File: src/sv/mssg_pkg.sv
// Shared types, constants and helpers for the motion settle start gate.
// No dependencies; every module but mssg_sq_lane imports this package.
package mssg_pkg;

  localparam int VELOCITY_BITS_DEF     = 16;
  localparam int TICK_COUNTER_BITS_DEF = 32;
  localparam int CFG_DATA_BITS         = 32;
  localparam int CFG_ADDR_BITS         = 5;
  localparam int RUN_BITS              = 16;
  localparam int LANES                 = 6;
  localparam int LIN_LANES             = 3;

  localparam logic [RUN_BITS-1:0] RUN_MAX = {RUN_BITS{1'b1}};

  // Register reset values
  localparam logic                     GATE_ENABLE_RST   = 1'b0;
  localparam logic [CFG_DATA_BITS-1:0] LINEAR_LIMIT_RST  = 32'd944;
  localparam logic [CFG_DATA_BITS-1:0] ANGULAR_LIMIT_RST = 32'd2621;
  localparam logic [CFG_DATA_BITS-1:0] FRESH_TICKS_RST   = 32'd50;
  localparam logic [CFG_DATA_BITS-1:0] MIN_WAIT_RST      = 32'd100;
  localparam logic [CFG_DATA_BITS-1:0] WAIT_LIMIT_RST    = 32'd1500;
  localparam logic [RUN_BITS-1:0]      NEEDED_STABLE_RST = 16'd10;

  // Gate status codes on the result word
  localparam logic [1:0] ST_WAITING = 2'd0;
  localparam logic [1:0] ST_STARTED = 2'd1;
  localparam logic [1:0] ST_FAILED  = 2'd2;

  typedef enum logic [2:0] {
    REG_GATE_ENABLE   = 3'd0,
    REG_LINEAR_LIMIT  = 3'd1,
    REG_ANGULAR_LIMIT = 3'd2,
    REG_FRESH_TICKS   = 3'd3,
    REG_MIN_WAIT      = 3'd4,
    REG_WAIT_LIMIT    = 3'd5,
    REG_NEEDED_STABLE = 3'd6
  } cfg_reg_t;

  typedef enum logic [2:0] {
    PH_WAITING = 3'b001,
    PH_STARTED = 3'b010,
    PH_FAILED  = 3'b100
  } phase_t;

  typedef struct packed {
    logic                     gate_enable;
    logic [CFG_DATA_BITS-1:0] linear_limit_sq;
    logic [CFG_DATA_BITS-1:0] angular_limit_sq;
    logic [CFG_DATA_BITS-1:0] fresh_ticks;
    logic [CFG_DATA_BITS-1:0] min_wait_ticks;
    logic [CFG_DATA_BITS-1:0] wait_limit_ticks;
    logic [RUN_BITS-1:0]      needed_stable;
  } cfg_t;

  typedef struct packed {
    logic sample_present;
    logic sample_bad;
    logic check_now;
  } item_ctl_t;

  function automatic logic [1:0] status_of(phase_t ph);
    logic [1:0] st;
    unique case (ph)
      PH_WAITING: st = ST_WAITING;
      PH_STARTED: st = ST_STARTED;
      PH_FAILED:  st = ST_FAILED;
      default:    st = ST_WAITING;
    endcase
    return st;
  endfunction

endpackage

File: src/sv/motion_settle_start_gate_core.sv
// Motion settle start gate: an accepted input word passes the lane squares, merge compare
// and gate update registers in turn to out_valid; it takes one word per cycle while the
// output is not stalled. Each pipeline stage holds or advances on its own, so a
// stalled output word does not block earlier stages until they fill.
// Synchronous reset clears the pipeline and gate state and loads register defaults.
module motion_settle_start_gate_core #(
  parameter int VELOCITY_BITS     = mssg_pkg::VELOCITY_BITS_DEF,
  parameter int TICK_COUNTER_BITS = mssg_pkg::TICK_COUNTER_BITS_DEF
) (
  input  logic                                  clk,
  input  logic                                  rst,
  // APB-style configuration port
  input  logic                                  psel,
  input  logic                                  penable,
  input  logic                                  pwrite,
  input  logic [mssg_pkg::CFG_ADDR_BITS-1:0]    paddr,
  input  logic [mssg_pkg::CFG_DATA_BITS-1:0]    pwdata,
  output logic [mssg_pkg::CFG_DATA_BITS-1:0]    prdata,
  output logic                                  pready,
  // input channel
  input  logic                                  in_valid,
  output logic                                  in_stall,
  input  logic                                  sample_present,
  input  logic                                  sample_bad,
  input  logic signed [VELOCITY_BITS-1:0]       lin_x,
  input  logic signed [VELOCITY_BITS-1:0]       lin_y,
  input  logic signed [VELOCITY_BITS-1:0]       lin_z,
  input  logic signed [VELOCITY_BITS-1:0]       ang_x,
  input  logic signed [VELOCITY_BITS-1:0]       ang_y,
  input  logic signed [VELOCITY_BITS-1:0]       ang_z,
  input  logic                                  check_now,
  // output channel
  output logic                                  out_valid,
  input  logic                                  out_stall,
  output logic [1:0]                            gate_status,
  output logic [mssg_pkg::RUN_BITS-1:0]         stable_run
);
  import mssg_pkg::*;

  cfg_t      cfg;
  cfg_reg_t  reg_sel;
  logic      cfg_write;

  logic                       en1, en2, en3;
  logic                       v1, v2;
  item_ctl_t                  ctl1, ctl2;
  logic signed [VELOCITY_BITS-1:0] comp [LANES];
  logic [2*VELOCITY_BITS-1:0] sq [LANES];
  logic                       lin_ok, ang_ok;

  // ---------------- configuration ----------------
  assign pready    = 1'b1;
  assign reg_sel   = cfg_reg_t'(paddr[CFG_ADDR_BITS-1:2]);
  assign cfg_write = psel && penable && pwrite && pready;

  always_ff @(posedge clk) begin
    if (rst) begin
      cfg.gate_enable      <= GATE_ENABLE_RST;
      cfg.linear_limit_sq  <= LINEAR_LIMIT_RST;
      cfg.angular_limit_sq <= ANGULAR_LIMIT_RST;
      cfg.fresh_ticks      <= FRESH_TICKS_RST;
      cfg.min_wait_ticks   <= MIN_WAIT_RST;
      cfg.wait_limit_ticks <= WAIT_LIMIT_RST;
      cfg.needed_stable    <= NEEDED_STABLE_RST;
    end else if (cfg_write) begin
      unique case (reg_sel)
        REG_GATE_ENABLE:   cfg.gate_enable      <= pwdata[0];
        REG_LINEAR_LIMIT:  cfg.linear_limit_sq  <= pwdata;
        REG_ANGULAR_LIMIT: cfg.angular_limit_sq <= pwdata;
        REG_FRESH_TICKS:   cfg.fresh_ticks      <= pwdata;
        REG_MIN_WAIT:      cfg.min_wait_ticks   <= pwdata;
        REG_WAIT_LIMIT:    cfg.wait_limit_ticks <= pwdata;
        REG_NEEDED_STABLE: cfg.needed_stable    <= pwdata[RUN_BITS-1:0];
        default: ;
      endcase
    end
  end

  always_comb begin
    unique case (reg_sel)
      REG_GATE_ENABLE:   prdata = CFG_DATA_BITS'(cfg.gate_enable);
      REG_LINEAR_LIMIT:  prdata = cfg.linear_limit_sq;
      REG_ANGULAR_LIMIT: prdata = cfg.angular_limit_sq;
      REG_FRESH_TICKS:   prdata = cfg.fresh_ticks;
      REG_MIN_WAIT:      prdata = cfg.min_wait_ticks;
      REG_WAIT_LIMIT:    prdata = cfg.wait_limit_ticks;
      REG_NEEDED_STABLE: prdata = CFG_DATA_BITS'(cfg.needed_stable);
      default:           prdata = '0;
    endcase
  end

  // ---------------- pipeline control ----------------
  // a stage advances when it is empty or the stage after it advances
  assign en3      = !out_valid || !out_stall;
  assign en2      = !v2 || en3;
  assign en1      = !v1 || en2;
  assign in_stall = !en1;

  always_ff @(posedge clk) begin
    if (rst) begin
      v1        <= 1'b0;
      v2        <= 1'b0;
      out_valid <= 1'b0;
    end else begin
      if (en1) begin
        v1 <= in_valid;
      end
      if (en2) begin
        v2 <= v1;
      end
      if (en3) begin
        out_valid <= v2;
      end
    end
  end

  always_ff @(posedge clk) begin
    if (en1) begin
      ctl1 <= '{sample_present: sample_present, sample_bad: sample_bad,
                check_now: check_now};
    end
    if (en2) begin
      ctl2 <= ctl1;
    end
  end

  // ---------------- squaring lanes ----------------
  assign comp[0] = lin_x;
  assign comp[1] = lin_y;
  assign comp[2] = lin_z;
  assign comp[3] = ang_x;
  assign comp[4] = ang_y;
  assign comp[5] = ang_z;

  for (genvar g = 0; g < LANES; g++) begin : g_lane
    mssg_sq_lane #(
      .VELOCITY_BITS(VELOCITY_BITS)
    ) u_lane (
      .clk (clk),
      .en  (en1),
      .comp(comp[g]),
      .sq  (sq[g])
    );
  end

  mssg_merge #(
    .VELOCITY_BITS(VELOCITY_BITS)
  ) u_merge (
    .clk   (clk),
    .en    (en2),
    .sq    (sq),
    .cfg   (cfg),
    .lin_ok(lin_ok),
    .ang_ok(ang_ok)
  );

  mssg_gate #(
    .TICK_COUNTER_BITS(TICK_COUNTER_BITS)
  ) u_gate (
    .clk        (clk),
    .rst        (rst),
    .load       (en3 && v2),
    .ctl        (ctl2),
    .lin_ok     (lin_ok),
    .ang_ok     (ang_ok),
    .cfg        (cfg),
    .gate_status(gate_status),
    .stable_run (stable_run)
  );

endmodule

File: src/sv/mssg_sq_lane.sv
// One squaring lane: magnitude of a signed velocity component, squared and registered.
// Depends on nothing but its parameter.
module mssg_sq_lane #(
  parameter int VELOCITY_BITS = 16
) (
  input  logic                         clk,
  input  logic                         en,
  input  logic signed [VELOCITY_BITS-1:0] comp,
  output logic [2*VELOCITY_BITS-1:0]   sq
);

  logic [VELOCITY_BITS-1:0] mag;

  // Most negative value maps to 2^(N-1), which still fits unsigned
  assign mag = comp[VELOCITY_BITS-1] ? (~comp + 1'b1) : comp;

  always_ff @(posedge clk) begin
    if (en) begin
      sq <= (2*VELOCITY_BITS)'(mag) * (2*VELOCITY_BITS)'(mag);
    end
  end

endmodule

File: src/sv/mssg_merge.sv
// Merge stage: sums the linear and angular lane squares and compares with the limits.
// Depends on mssg_pkg.
module mssg_merge #(
  parameter int VELOCITY_BITS = 16
) (
  input  logic                       clk,
  input  logic                       en,
  input  logic [2*VELOCITY_BITS-1:0] sq [mssg_pkg::LANES],
  input  mssg_pkg::cfg_t             cfg,
  output logic                       lin_ok,
  output logic                       ang_ok
);
  import mssg_pkg::*;

  localparam int SUM_W = 2 * VELOCITY_BITS + 2;
  localparam int CMP_W = (SUM_W > CFG_DATA_BITS) ? SUM_W : CFG_DATA_BITS;

  logic [SUM_W-1:0] lin_sum;
  logic [SUM_W-1:0] ang_sum;

  always_comb begin
    lin_sum = '0;
    ang_sum = '0;
    for (int i = 0; i < LIN_LANES; i++) begin
      lin_sum = lin_sum + SUM_W'(sq[i]);
      ang_sum = ang_sum + SUM_W'(sq[LIN_LANES + i]);
    end
  end

  always_ff @(posedge clk) begin
    if (en) begin
      lin_ok <= CMP_W'(lin_sum) <= CMP_W'(cfg.linear_limit_sq);
      ang_ok <= CMP_W'(ang_sum) <= CMP_W'(cfg.angular_limit_sq);
    end
  end

endmodule

File: src/sv/mssg_gate.sv
// Gate state: run, elapsed and age counters and the phase machine.
// Its state registers are the result word. Depends on mssg_pkg.
module mssg_gate #(
  parameter int TICK_COUNTER_BITS = 32
) (
  input  logic                          clk,
  input  logic                          rst,
  input  logic                          load,
  input  mssg_pkg::item_ctl_t           ctl,
  input  logic                          lin_ok,
  input  logic                          ang_ok,
  input  mssg_pkg::cfg_t                cfg,
  output logic [1:0]                    gate_status,
  output logic [mssg_pkg::RUN_BITS-1:0] stable_run
);
  import mssg_pkg::*;

  localparam int CMP_W = (TICK_COUNTER_BITS > CFG_DATA_BITS) ? TICK_COUNTER_BITS
                                                              : CFG_DATA_BITS;

  phase_t                       phase, phase_next;
  logic [RUN_BITS-1:0]          run_count, run_next;
  logic [TICK_COUNTER_BITS-1:0] elapsed_count, elapsed_next;
  logic [TICK_COUNTER_BITS-1:0] sample_age, age_next;
  logic                         seen_sample, seen_next;
  logic                         fresh;

  always_comb begin
    phase_next   = phase;
    run_next     = run_count;
    elapsed_next = elapsed_count;
    age_next     = sample_age;
    seen_next    = seen_sample;
    fresh        = 1'b0;
    if (phase == PH_WAITING) begin
      if (!cfg.gate_enable) begin
        phase_next = PH_STARTED;
      end else begin
        // saturate the tick counters
        if (!(&elapsed_count)) begin
          elapsed_next = elapsed_count + 1'b1;
        end
        if (seen_sample && !(&sample_age)) begin
          age_next = sample_age + 1'b1;
        end
        if (ctl.sample_present) begin
          age_next  = '0;
          seen_next = 1'b1;
          if (ctl.sample_bad || !(lin_ok && ang_ok)) begin
            run_next = '0;
          end else if (run_count != RUN_MAX) begin
            run_next = run_count + 1'b1;
          end
        end
        if (ctl.check_now) begin
          fresh = seen_next && (CMP_W'(age_next) <= CMP_W'(cfg.fresh_ticks));
          // a stale sample drops the run; no sample yet leaves it alone
          if (seen_next && !fresh) begin
            run_next = '0;
          end
          if (fresh && (CMP_W'(elapsed_next) >= CMP_W'(cfg.min_wait_ticks)) &&
              (run_next >= cfg.needed_stable)) begin
            phase_next = PH_STARTED;
          end else if (CMP_W'(elapsed_next) > CMP_W'(cfg.wait_limit_ticks)) begin
            phase_next = PH_FAILED;
          end
        end
      end
    end
  end

  always_ff @(posedge clk) begin
    if (rst) begin
      phase         <= PH_WAITING;
      run_count     <= '0;
      elapsed_count <= '0;
      sample_age    <= '0;
      seen_sample   <= 1'b0;
    end else if (load) begin
      phase         <= phase_next;
      run_count     <= run_next;
      elapsed_count <= elapsed_next;
      sample_age    <= age_next;
      seen_sample   <= seen_next;
    end
  end

  assign gate_status = status_of(phase);
  assign stable_run  = run_count;

endmodule

File: config.mk
export PLATFORM = sky130hd
export DESIGN_NAME = motion_settle_start_gate_core
export DESIGN_NICKNAME = d
export VERILOG_FILES = /design/src/sv/mssg_pkg.sv /design/src/sv/motion_settle_start_gate_core.sv /design/src/sv/mssg_sq_lane.sv /design/src/sv/mssg_merge.sv /design/src/sv/mssg_gate.sv
export SDC_FILE = /design/constraint.sdc
export NUM_CORES = 2
export LEC_CHECK = 0
export ABC_AREA = 1
export BUFFER_PORTS_ARGS = -buffer_cell sky130_fd_sc_hd__buf_2
export CORE_MARGIN = 2
export CORE_UTILIZATION = 24
export DETAILED_ROUTE_END_ITERATION = 8
export PLACE_DENSITY_LB_ADDON = 0.25
export SLEW_MARGIN = 0
export SYNTH_ARGS = -nofsm -noshare
export SYNTH_HDL_FRONTEND = slang
export SYNTH_SLANG_ARGS = --single-unit
File: constraint.sdc
create_clock -name clk -period 13.6 [get_ports clk]
set_input_delay 1.36 -clock clk [delete_from_list [all_inputs] [get_ports clk]]
set_output_delay 1.36 -clock clk [all_outputs]
set_load 0.02 [all_outputs]
# Yosys cells after proc, flatten, opt, wreduce, memory -nomap -nowiden
# Index checks and enable logic that the tools add are counted.
[op_classes]
addsub = 13
mul = 6
order_cmp = 6
eq_ne = 12
mux = 30
n_bitwise = 6
n_reduce_logical = 33
[ops]
columns = ["cell", "n"]
rows = [
  ["$mux 16", 14],
  ["$mux 32", 7],
  ["$pmux 32 s7", 1],
  ["$mul 16x16->32", 6],
  ["$add 16x1->16 const B", 7],
  ["$not 16->16", 6],
  ["$add 34x32->34", 2],
  ["$le 34x32->1", 2],
  ["$add 32x32->33", 2],
  ["$add 32x1->32 const B", 2],
  ["$reduce_and 32->1", 2],
  ["$ge 32x32->1", 1],
  ["$gt 32x32->1", 1],
  ["$le 32x32->1", 1],
  ["$ge 16x16->1", 1],
  ["$ne 16x16->1 const B", 1],
  ["$reduce_and 2->1", 7],
  ["$eq 3x3->1 const B", 4],
  ["$mux 3", 4],
  ["$eq 3x2->1 const B", 3],
  ["$logic_and 1x1->1", 9],
  ["$logic_not 1->1", 8],
  ["$eq 3x1->1 const B", 2],
  ["$logic_or 1x1->1", 4],
  ["other kinds (7)", 9],
]
[totals]
ff_bits = 464
inputBits = 143
out_inout_bits = 53
elab_cells = 135

# Depth between registers and ports, before layout
[logic_depth]
depth_word = 20
depth_mapped = 42

# Modules after synthesis
# From an unflattened synthesis, not the netlist that was laid out.
[unflattened]
cells_unflattened = 11022
area_unflattened_um2 = 80323.3
[modules_own_cells]
columns = ["module", "n_inst", "cells_per_inst", "area_each_um2", "seq_area_each_um2"]
rows = [
  ["mssg_sq_lane (g_lane[2].u_lane ...)", 2, 1199, 9256.4, 930.9],
  ["mssg_sq_lane (g_lane[1].u_lane)", 1, 1223, 9506.6, 930.9],
  ["mssg_sq_lane (g_lane[0].u_lane)", 1, 1220, 9369.0, 930.9],
  ["mssg_sq_lane (g_lane[5].u_lane)", 1, 1195, 9276.4, 930.9],
  ["mssg_sq_lane (g_lane[4].u_lane)", 1, 1203, 9263.9, 930.9],
  ["motion_settle_start_gate_core", 1, 1409, 8893.5, 3783.6],
  ["mssg_gate", 1, 1429, 8849.7, 1681.6],
  ["mssg_merge", 1, 945, 6651.4, 60.1],
]

# Least setup slack after synthesis
# No wires, ideal clock.
[synth_timing]
path_kind = "input -> register"
from = "input lin_y[0]"
to = "register g_lane[1].u_lane.sq[30], data pin"
setup_time_ps = 262
t_arrival_ps = 7734
required_time_ps = 13338
slack_ps = 5604
cell_stages = 34
path_buffers = 2
cell_sequence = "inv_2 -> clkbuf_1 -> ha_1 -> nand3_1 -> nor2_1 -> inv_1 -> nor2_1 -> nand3_1 -> xor2_1 -> nand2_1 -> o21ai_0 -> clkbuf_1 -> nor2_1 -> fa_1 -> inv_1 -> fa_1 -> inv_1 -> fa_1 -> fa_1 -> fa_1 -> inv_1 -> fa_1 -> inv_1 -> ha_1 -> nand2_1 -> nor2_1 -> nor3b_1 -> nand4_1 -> nand3_1 -> nand2_1 -> nand2_1 -> nand2_1 -> a21oi_1 -> xor2_1"
[synth_via]
elab_chain_cells = 4
[synth_rtl]
columns = ["element", "line_no", "rtl"]
rows = [
  ["start, declared", "motion_settle_start_gate_core.sv:26", "input logic signed [VELOCITY_BITS-1:0] lin_y,"],
  ["$not 16->16", "mssg_sq_lane.sv:15", "assign mag = comp[VELOCITY_BITS-1] ? (~comp + 1'b1) : comp;"],
  ["$add 16x1->16", "mssg_sq_lane.sv:15", ""],
  ["$mux 16 *", "mssg_sq_lane.sv:15", ""],
  ["$mul 16x16->32 *", "mssg_sq_lane.sv:19", "sq <= (2*VELOCITY_BITS)'(mag) * (2*VELOCITY_BITS)'(mag);"],
  ["end signal, assigned", "mssg_sq_lane.sv:19", ""],
  ["end, declared", "mssg_sq_lane.sv:9", "output logic [2*VELOCITY_BITS-1:0] sq"],
]
# Every way passes the cells marked *; elsewhere a longest branch is shown, timed or not.
# A chain may end at the register's enable or synchronous reset.

# Worst setup path in the final report
[layout_timing]
from = "input lin_x[0]"
to = "register g_lane[0].u_lane.sq[25], data pin"
[layout_via]
elab_chain_cells = 4
[layout_rtl]
columns = ["element", "line_no", "rtl"]
rows = [
  ["start, declared", "motion_settle_start_gate_core.sv:25", "input logic signed [VELOCITY_BITS-1:0] lin_x,"],
  ["$not 16->16", "mssg_sq_lane.sv:15", ""],
  ["$add 16x1->16", "mssg_sq_lane.sv:15", ""],
  ["$mux 16 *", "mssg_sq_lane.sv:15", ""],
  ["$mul 16x16->32 *", "mssg_sq_lane.sv:19", ""],
  ["end signal, assigned", "mssg_sq_lane.sv:19", ""],
  ["end, declared", "mssg_sq_lane.sv:9", ""],
]
# Marks and branches as above.

==> impl_metrics.csv <==
group,metric,value,unit
timing,fin_crit_sh,0.661,
route,routed_wl,225,mm
grt,grt.total_usage,0.142,
status,status,"finished, final reports clean",
setup_path,critPathSlowestCell,"xor2_1",
timing,setup_viol_count_final,0,
logic_synthesis,syn_area,0.0747,sq mm
setup_path,critPathKind,"in -> reg",
timing,setup_tns,0,ns
final_layout,syn2layout_area_growth,10.4,%
final_layout,nFillCells,34224,
floorplanning,fp.dieH,562,um
timing,hold_viol,0,
grt,grt_start_max_net_pins,105,
cts,post_cts_buffers,0,
timing,worst_pin_slew,1.11,ns
logic_synthesis,yosys-top-cells-area,"fa_1 (27%), ha_1 (15%), inv_1 (11%)",
logic_synthesis,synthDistinctLibCells,71,
timing,skew,0.0409,ns
logic_synthesis,synth_edf_count,194,
logic_synthesis,ys_ff_latch,458,
cts,cts.sinks,458,
logic_synthesis,ys_warn_count,0,
cts,cts.root.buffer_cell,"clkbuf_16",
logic_synthesis,synth_flop_cell,"dfxtp_1",
setup_path,crit_path_max_fanout,19,
setup_path,worst_ep_required_time,13.98,ns
logic_synthesis,synth.most_common_cell,"inv_1",
cts,clk_pin_slew_worst_paths,0.06,ns
logic_synthesis,synthCells,9479,
floorplanning,fp.dieW,562,um
logic_synthesis,synth.yosys.seq_area_share,0.149,
route,drc,0,
place,port_buffers,192,
logic_synthesis,postSynth.asyncResetShare,0,
worst_hold_path,hold_class,"reg -> reg",
route,routed_via_density,4.35,
place,hpwlAfterDp,190,mm
floorplanning,row_count,204,
route,num_vias,60165,
job,cap_violations,0,
timing,clock.fmax,0.111,GHz
floorplanning,io_pins,196,
place,gp_congestion,0.907,
logic_synthesis,synth_top_cells_by_count,"inv_1 (2245), nand2_1 (1395), fa_1 (993)",
floorplanning,initial_core_util,0.242,
setup_path,cp-start-kind,"input port",
setup_path,critPathArrivalTime,9.37,ns
final_layout,drive_gt1_frac,0.0486,
floorplanning,core,0.309,sq mm
cts,clk_latency,0.65,ns
timing,min_period,8.99,ns
grt,grt_pass1_wl,353,mm
route,drtPass1Iterations,6,
floorplanning,die_area,0.316,sq mm
grt,grt_pass1_vias,61799,
cts,ctsResizeCount,0,
timing,slew_violations,0,
logic_synthesis,synth_area_per_cell,7.88,sq um
setup_path,critPathCaptureType,"register",
logic_synthesis,yosys.area.top_type,"fa_1",
setup_path,crit_top_cell,"fa_1",
timing,slew_headroom,0.255,
cts,cts_buffers,53,
route,drt-initial-drc-count,3534,
logic_synthesis,netlist.area_leader.share,0.266,
cts,cts_tree,"built",
grt,antenna_found_initial,26,
route,routedWlPerCell,16.2,um
cts,clockBufferDepth,3,
route,postRouteAntennaNets,0,
setup_path,max_stage_delay,0.74,ns
cts,htreeDepth,2,
grt,grt_overflow,0,
cts,cts_hold_buf,0,
timing,rsz0062_at_grt,"no",
final_layout,layout.nets,11678,
worst paths after layout:
kind                     startpoint                 endpoint  slack [ns]  depth (start not counted)
max                        lin_x[0]  g_lane[0].u_lane.sq[25]        4.61                         26
min                         ctl1[1]                  ctl2[1]        0.43                          0
max reg2reg  g_lane[4].u_lane.sq[4]           u_merge.ang_ok        7.76                         31
min reg2reg                 ctl1[1]                  ctl2[1]        0.43                          0
sequential cells by signal (all words and copies together) (netlist names):
name                  flops
u_merge.lin_ok            1
u_gate.seen_sample        1
v1                        1
cfg                     177
g_lane.u_lane.sq        186
ctl1                      3
ctl2                      3
u_gate.phase              3
out_valid                 1
u_gate.stable_run        16
u_gate.sample_age        32
u_merge.ang_ok            1
u_gate.elapsed_count     32
v2                        1
critical path: cells and delay by family:
| family | cells | cell delay, ns |
|---|---|---|
| AOI/OAI and AO/OA | 6 | 1.06 |
| adders and majority gates | 8 | 3.76 |
| xor gates and xnor gates | 2 | 0.83 |
| buffers and inverters | 5 | 1.62 |
| and+or+nand+nor | 5 | 0.73 |
cell families after synthesis:
| group | after synthesis | synth area share |
|---|---|---|
| xor gates and xnor gates | 371 | 0.0438 |
| and+or+nand+nor | 2799 | 0.156 |
| DFF | 458 | 0.149 |
| AOI/OAI and AO/OA | 1502 | 0.112 |
| other | 2 | 0.000101 |
| buffers and inverters | 2472 | 0.125 |
| adders and majority gates | 1875 | 0.414 |
final cells by class:
cell class | count | area [sq um] | share of cell area
diodes | 12 | 30.0 | 0.000364
clock buffers | 58 | 1390 | 0.0168
clock inverters | 40 | 462 | 0.00560
inverters | 2301 | 8650 | 0.105
multi-input cells | 6620 | 54500 | 0.661
flip-flops and latches | 458 | 11100 | 0.135
well taps | 4120 | 5150 | 0.0625
repair buffers | 226 | 1220 | 0.0147
layer usage:
metal / vias to the layer above / global-route usage / part of all wire
met5: - / 0 / 0.00046
met4: 16 / 0.0285 / 0.022
met3: 258 / 0.0201 / 0.047
met2: 1069 / 0.236 / 0.46
met1: 28873 / 0.194 / 0.47
li1: 29949 / - / -
cell usage in the layout, fill, tap and decap left out, types with 196 or more instances in the layout:
cell type | netlist | routed
fa_1 | 993 | 993
dfxtp_1 | 264 | 264
xor2_1 | 273 | 273
nand3_1 | 196 | 196
inv_1 | 2245 | 2244
nor2_1 | 874 | 874
ha_1 | 882 | 882
o21ai_0 | 465 | 463
nand2_1 | 1395 | 1395
a21oi_1 | 679 | 679
stage by stage:
| step | setup WS (ns) | utilization | hold slack [ns] | cell area, sq um | instances |
|---|---|---|---|---|---|
| finish | 4.61 | 0.267 | 0.427 | 82500 | 13835 |
| CTS | 4.64 | 0.267 | 0.433 | 82500 | 13823 |
| global placement | 3.94 | 0.261 | 0.404 | 80600 | 13725 |
| global route | 4.03 | 0.267 | 0.444 | 82500 | 13826 |
| floorplan | 5.60 | - | 0.400 | 75000 | 9550 |
| detailed placement | 3.97 | 0.261 | 0.407 | 80600 | 13725 |
Power is not shown: default switching activity piles up to over one toggle a cycle in this logic, so the estimate is an artifact.
